[src/hdl/rbgr_pkg.sv]
// rbgr_pkg: shared types and codes for the rbsp bit reader
// no dependencies
`default_nettype none
package rbgr_pkg;
    typedef enum logic [2:0] {
        FUNC_LOAD = 3'd0,
        FUNC_READ = 3'd1,
        FUNC_SKIP = 3'd2,
        FUNC_UE   = 3'd3,
        FUNC_SE   = 3'd4,
        FUNC_MORE = 3'd5
    } func_t;

    typedef enum logic [1:0] {
        ST_OK      = 2'd0,
        ST_PAST    = 2'd1,
        ST_LONG    = 2'd2,
        ST_EMPTY   = 2'd3
    } status_t;

    typedef struct packed {
        logic [2:0] func;
        logic [7:0] byte_value;
        logic       last_byte;
        logic [5:0] bit_count;
    } req_t;

    typedef struct packed {
        logic [31:0] value;
        logic        more_data;
        logic [1:0]  status;
    } rsp_t;
endpackage
`default_nettype wire

[src/hdl/rbgr_if.sv]
// rbgr_req_if / rbgr_rsp_if: valid-ready channels
// depends on rbgr_pkg
`default_nettype none
interface rbgr_req_if;
    logic valid;
    logic ready;
    rbgr_pkg::req_t payload;
    modport source (output valid, output payload, input ready);
    modport sink (input valid, input payload, output ready);
endinterface

`default_nettype wire

[src/hdl/rbgr_front.sv]
// rbgr_front: accepts requests, drops unknown codes, two-entry queue to back end
// depends on rbgr_pkg, rbgr_if
`default_nettype none
module rbgr_front (
    input  wire logic clk,
    input  wire logic rst_n,
    rbgr_req_if.sink  req,
    output rbgr_pkg::req_t q_data,
    output logic      q_valid,
    input  wire logic q_pop
);
    import rbgr_pkg::*;

    req_t       mem_reg [2];
    logic       wp_reg, wp_next, rp_reg, rp_next;
    logic [1:0] cnt_reg, cnt_next;
    logic       push;

    assign req.ready = (cnt_reg != 2'd2);
    assign push = req.valid && req.ready && (req.payload.func <= FUNC_MORE);
    assign q_valid = (cnt_reg != 2'd0);
    assign q_data = mem_reg[rp_reg];

    always_comb
    begin
        wp_next = wp_reg ^ push;
        rp_next = rp_reg ^ q_pop;
        cnt_next = cnt_reg + {1'b0, push} - {1'b0, q_pop};
    end

    always_ff @(posedge clk)
    begin
        if (push)
        begin
            mem_reg[wp_reg] <= req.payload;
        end
    end

    always_ff @(posedge clk or negedge rst_n)
    begin
        if (!rst_n)
        begin
            wp_reg <= 1'b0;
            rp_reg <= 1'b0;
            cnt_reg <= 2'd0;
        end
        else
        begin
            wp_reg <= wp_next;
            rp_reg <= rp_next;
            cnt_reg <= cnt_next;
        end
    end
endmodule
`default_nettype wire

[src/flat_wrapper.sv]
// flat-port wrapper written by rule: the top's interface ports become plain ports
module rbgr_front_flat import rbgr_pkg::*;
  (clk, rst_n, q_data, q_valid, q_pop, req_valid, req_payload, req_ready);
  rbgr_req_if req_i ();
  input  wire logic clk;
  input  wire logic rst_n;
  output rbgr_pkg::req_t q_data;
  output logic q_valid;
  input  wire logic q_pop;
  input wire logic [$bits(req_i.valid)-1:0] req_valid;
  input wire logic [$bits(req_i.payload)-1:0] req_payload;
  output wire logic [$bits(req_i.ready)-1:0] req_ready;
  assign req_i.valid = req_valid;
  assign req_i.payload = req_payload;
  assign req_ready = req_i.ready;
  rbgr_front u_core (.clk(clk), .rst_n(rst_n), .req(req_i), .q_data(q_data), .q_valid(q_valid), .q_pop(q_pop));
endmodule
[config.mk]
export PLATFORM = sky130hd
export DESIGN_NAME = rbgr_front_flat
export DESIGN_NICKNAME = d
export VERILOG_FILES = /design/src/hdl/rbgr_pkg.sv /design/src/hdl/rbgr_if.sv /design/src/hdl/rbgr_front.sv /design/src/flat_wrapper.sv
export SDC_FILE = /design/constraint.sdc
export NUM_CORES = 1
export LEC_CHECK = 0
export ABC_AREA = 0
export BUFFER_PORTS_ARGS = -buffer_cell sky130_fd_sc_hd__buf_2
export CORE_UTILIZATION = 43
export DETAILED_ROUTE_END_ITERATION = 16
export PLACE_DENSITY = 0.67
export SKIP_LAST_GASP = 1
export SLEW_MARGIN = 10
export SYNTH_ARGS = -nofsm -noshare
export SYNTH_HDL_FRONTEND = slang
export SYNTH_SLANG_ARGS = --single-unit
[constraint.sdc]
create_clock -name clk -period 3.5 [get_ports clk]
set_input_delay 0.35 -clock clk [delete_from_list [all_inputs] [get_ports clk]]
set_output_delay 0.35 -clock clk [all_outputs]
set_load 0.01 [all_outputs]
Word-level counts from Yosys, hierarchy flattened
Memories as Yosys holds them, arrays and structs flattened.
Index checks and enable logic that the tools add are counted.
{"block": "word_totals", "reg_bits": 4, "ramBits": 36, "in_bits": 22, "out_inout_bits": 20, "word_cells": 15, "mem_count": 1}
{"block": "op_classes", "addsub": 2, "n_lt_le_gt_ge": 1, "n_eq_ne": 1, "mux": 2, "bitwise_logic": 2, "reduce_logical": 3}
{"name": "u_core.mem_reg", "depth": 2, "word_bits": 18, "rd": 1, "rd_clocked_by_memory_dff": 0, "wr": 1, "line": "rbgr_front.sv:14", "text": "req_t mem_reg [2];"}
{"operator": "$le A3 B3 Y1 const B", "n": 1}
{"operator": "$add A2 B1 Y2", "n": 1}
{"operator": "$logic_and A1 B1 Y1", "n": 2}
{"operator": "$mux W1", "n": 2}
{"operator": "$ne A2 B2 Y1 const B", "n": 1}
{"operator": "$reduce_bool A2 Y1", "n": 1}
{"operator": "$sub A2 B1 Y2", "n": 1}
{"operator": "$xor A1 B1 Y1", "n": 2}

Longest topological paths before layout
{"block": "logic_depth", "depth_word": 5, "depth_mapped": 6, "ltp_nobuf": 6}

Worst setup path before layout
Ideal clock, no wire load.
{"block": "synth_timing", "path_type": "flip-flop to flip-flop", "from": "register u_core.cnt_reg[1]", "to": "memory u_core.mem_reg[1][0] in the netlist's numbering, enable pin", "setup_time_ns": 0.376, "t_arrival_ns": 1.250, "required_time_ns": 3.124, "path_slack_ns": 1.874, "stages_incl_launch_ff": 4, "n_path_buf": 0, "synth_period_minus_slack_ns": 1.626, "path_cell_list": "dfrtp_1 nand2b_1 and3_1 ha_1"}
{"block": "synth_between", "elab_chain_len": 5}
{"element": "start, declared", "line": "rbgr_front.sv:16", "text": "logic [1:0] cnt_reg, cnt_next;"}
{"element": "start signal, assigned", "line": "rbgr_front.sv:51", "text": "cnt_reg <= cnt_next;"}
{"element": "$ne A2 B2 Y1", "line": "rbgr_front.sv:19", "text": "assign req.ready = (cnt_reg != 2'd2);"}
{"element": "net req_ready", "line": "flat_wrapper.sv:12", "text": "output wire logic [$bits(req_i.ready)-1:0] req_ready;"}
{"element": "$logic_and A1 B1 Y1 (2 in a row)", "line": "rbgr_front.sv:20", "text": "assign push = req.valid && req.ready && (req.payload.func <= FUNC_MORE);"}
{"element": "$mux W1", "line": "rbgr_front.sv:33", "text": "if (push)"}
{"element": "$mux W1 (implied by the code)", "line": "rbgr_front.sv:35", "text": "mem_reg[wp_reg] <= req.payload;"}
{"element": "end, declared", "line": "rbgr_front.sv:14"}
The timed path passes the listed nets, and every way through them passes these cells.

==> flow_metrics.env <==
export IMPL_die_height_um=62.3
export IMPL_crit_fanout=19
export IMPL_cpLargestDelayFamily="flip-flops"
export IMPL_ant_nets=0
export IMPL_cts_root_buf="clkbuf_4"
export IMPL_synth_area_top_cells="edfxtp_1, mux2_4, mux2_2"
export IMPL_holdWs_ps=194
export IMPL_synth_top_flop_cell="edfxtp_1"
export IMPL_worst_slew_pin_transition_ps=964
export IMPL_rows=21
export IMPL_h_tree_depth=2
export IMPL_dp_final_hpwl_um=1550
export IMPL_die_area_sq_um=3880
export IMPL_vias_per_cell=4.56
export IMPL_clock_sinks=40
export IMPL_synth_distinct_cells=14
export IMPL_drc=0
export IMPL_grt_pass1_vias=807
export IMPL_path_cells="mux2_2 > buf_2"
export IMPL_track_usage_pct=12.9
export IMPL_synthTopCellsByCount="edfxtp_1, mux2_2, mux2_4"
export IMPL_overflow=0
export IMPL_drive_above_1_share_pct=54.5
export IMPL_syn_to_final_growth_pct=19.5
export IMPL_io_buffers=41
export IMPL_slowest_delay_ps=990
export IMPL_endpoint_kind="output pin"
export IMPL_ys_ff_latch=40
export IMPL_power_uw=1370
export IMPL_critPathArrivalTime_ps=1900
export IMPL_maxSlewViolCount=0
export IMPL_syn_inst=75
export IMPL_synth_top_area_share_pct=69.2
export IMPL_grt_pass1_wl_um=3610
export IMPL_fin_worst_skew_ps=7.88
export IMPL_netlist_area_sq_um=1560
export IMPL_drv_cap=0
export IMPL_highest_layer="met4"
export IMPL_cts_tree="yes"
export IMPL_fp_dieW_um=62.3
export IMPL_dr_wl_met3_um=146
export IMPL_critical_path_class="flip-flop to output pin"
export IMPL_antenna_found_initial=0
export IMPL_startpoint_type="flip-flop"
export IMPL_post_cts_resized=0
export IMPL_status="finished clean"
export IMPL_io_pin_count=42
export IMPL_irDropWorstVdd_uv=315
export IMPL_core_sq_um=3420
export IMPL_drtIter0Drc=34
export IMPL_m1WireLength_um=938
export IMPL_initial_core_util_pct=45.8
export IMPL_slew_headroom_pct=35.7
export IMPL_p_leak_uw=0.000756
export IMPL_clkSlewWorstSetupHoldPaths_ps=110
export IMPL_seq_area_frac_synth_pct=75.6
export IMPL_routed_wl_met2_um=1190
export IMPL_crit_required_ps=3150
export IMPL_synth_largest_area_cell="edfxtp_1"
export IMPL_num_antenna_cells=0
export IMPL_critPathBufInv=1
export IMPL_dr_pass1_iters=4
export IMPL_synth_most_common_cell="edfxtp_1"
export IMPL_num_vias=771
export IMPL_setup_viol_count_final=0
export IMPL_syn_area_per_cell_sq_um=20.8
export IMPL_largest_register_ffs=36
export IMPL_synth_edf_count=36
export IMPL_drt_wl_total_um=2300
export IMPL_rsz0062_at_grt="no"
export IMPL_power_density_nw_per_um2=732
export IMPL_numCtsBuffers=5
export IMPL_wl_per_cell_um=13.6
export IMPL_synth_fp_nets=101
export IMPL_routabilityCongestion=0.596
export IMPL_finalCriticalPeriod_ps=2250
export IMPL_clock_latency_ps=340
export IMPL_critical_path_slowest_cell="dfrtp_1"
export IMPL_worstHoldPathType="input pin to flip-flop"
export IMPL_async_reset_ff_share_pct=10.0
export IMPL_ys_warn_count=0
export IMPL_fin_nets=148
export IMPL_grt_max_degree=20
export IMPL_max_freq_ghz=0.445
export IMPL_finalHoldViolCount=0
export IMPL_finalSetupTns_ps=0
export IMPL_clockBufferDepth=2
export IMPL_period_share_pct=64.3
==> cells by family after synthesis <==
group / after synthesis / synth area share [%]
xor gates and xnor gates: 3 / 1.68
adders and majority gates: 4 / 3.20
buffers and inverters: 6 / 2.96
DFF: 40 / 75.6
muxes: 18 / 15.1
and+or+nand+nor: 4 / 1.44
==> layout make-up <==
type	count	area [sq um]
fillers	290	1550
flip-flops and latches	40	1180
well taps	46	57.6
repair buffers	42	215
clock buffers	7	55.1
clock inverters	1	7.51
multi-input cells	29	335
inverters	4	15.0
==> cell usage in the layout, fill, tap and decap left out <==
cell	Yosys	final
mux2_2	9	9
clkinvlp_4	0	1
nand2b_1	1	1
nand2_1	1	1
inv_1	4	4
dfrtp_1	4	4
and3_1	1	1
buf_2	0	41
or2_2	1	1
clkbuf_4	0	5
clkbuf_8	0	1
xor2_1	1	1
xnor2_1	2	2
mux2_4	9	9
edfxtp_1	36	36
clkbuf_1	0	1
ha_1	4	4
dlygate4sd3_1	0	1
==> what timing repair did <==
action	CTS	global route
hold endpoints to repair	4	0
hold buffers	1	0
setup buffers	0	0
==> metrics by stage <==
| stage | utilization, % | area, sq um | setup WS [ps] | instances |
|---|---|---|---|---|
| floorplan | - | 1560 | 1870 | 75 |
| global placement | 52.5 | 1790 | 1630 | 160 |
| detailed placement | 52.5 | 1790 | 1580 | 160 |
| CTS | 54.7 | 1870 | 1210 | 169 |
| global route | 54.7 | 1870 | 1130 | 169 |
| finish | 54.7 | 1870 | 1250 | 169 |
==> worst reg2reg max path, delay by kind of cell, from the launching register on <==
kind | cells | cell delay, ps
adder cells (fa/ha/maj) | 1 | 740
AND/OR/NAND/NOR | 2 | 310
flip-flops | 1 | 420
==> power by group <==
part | switching [uW] | internal, uW | leakage, uW
sequential | 78.8 | 633 | 0.000378
clock | 141 | 98.4 | 0.0000315
combinational | 181 | 234 | 0.000347
total | 400 | 966 | 0.000756
==> routing by layer <==
layer  vias up  GRT usage [%]
met2        30           22.8
li1        374              -
met5         -              0
met3         5           6.25
met4         0           4.36
met1       362           13.4
==> path summary, 6_finish.rpt <==
kind	to	slack, ps	start	cells after the start
max	q_data[2]	1250	u_core.rp_reg$_DFF_PN0_	2
min	u_core.mem_reg[1][0]$_DFFE_PP_	190	req_payload[0]	1
max reg2reg	u_core.mem_reg[0][16]$_DFFE_PP_	1660	u_core.cnt_reg[1]$_DFF_PN0_	3
min reg2reg	u_core.wp_reg$_DFF_PN0_	630	u_core.wp_reg$_DFF_PN0_	3
max in group asynchronous	u_core.wp_reg$_DFF_PN0_	3030	rst_n	2
min in group asynchronous	u_core.cnt_reg[0]$_DFF_PN0_	340	rst_n	2
No activity file was read; power rests on OpenSTA's default activity.
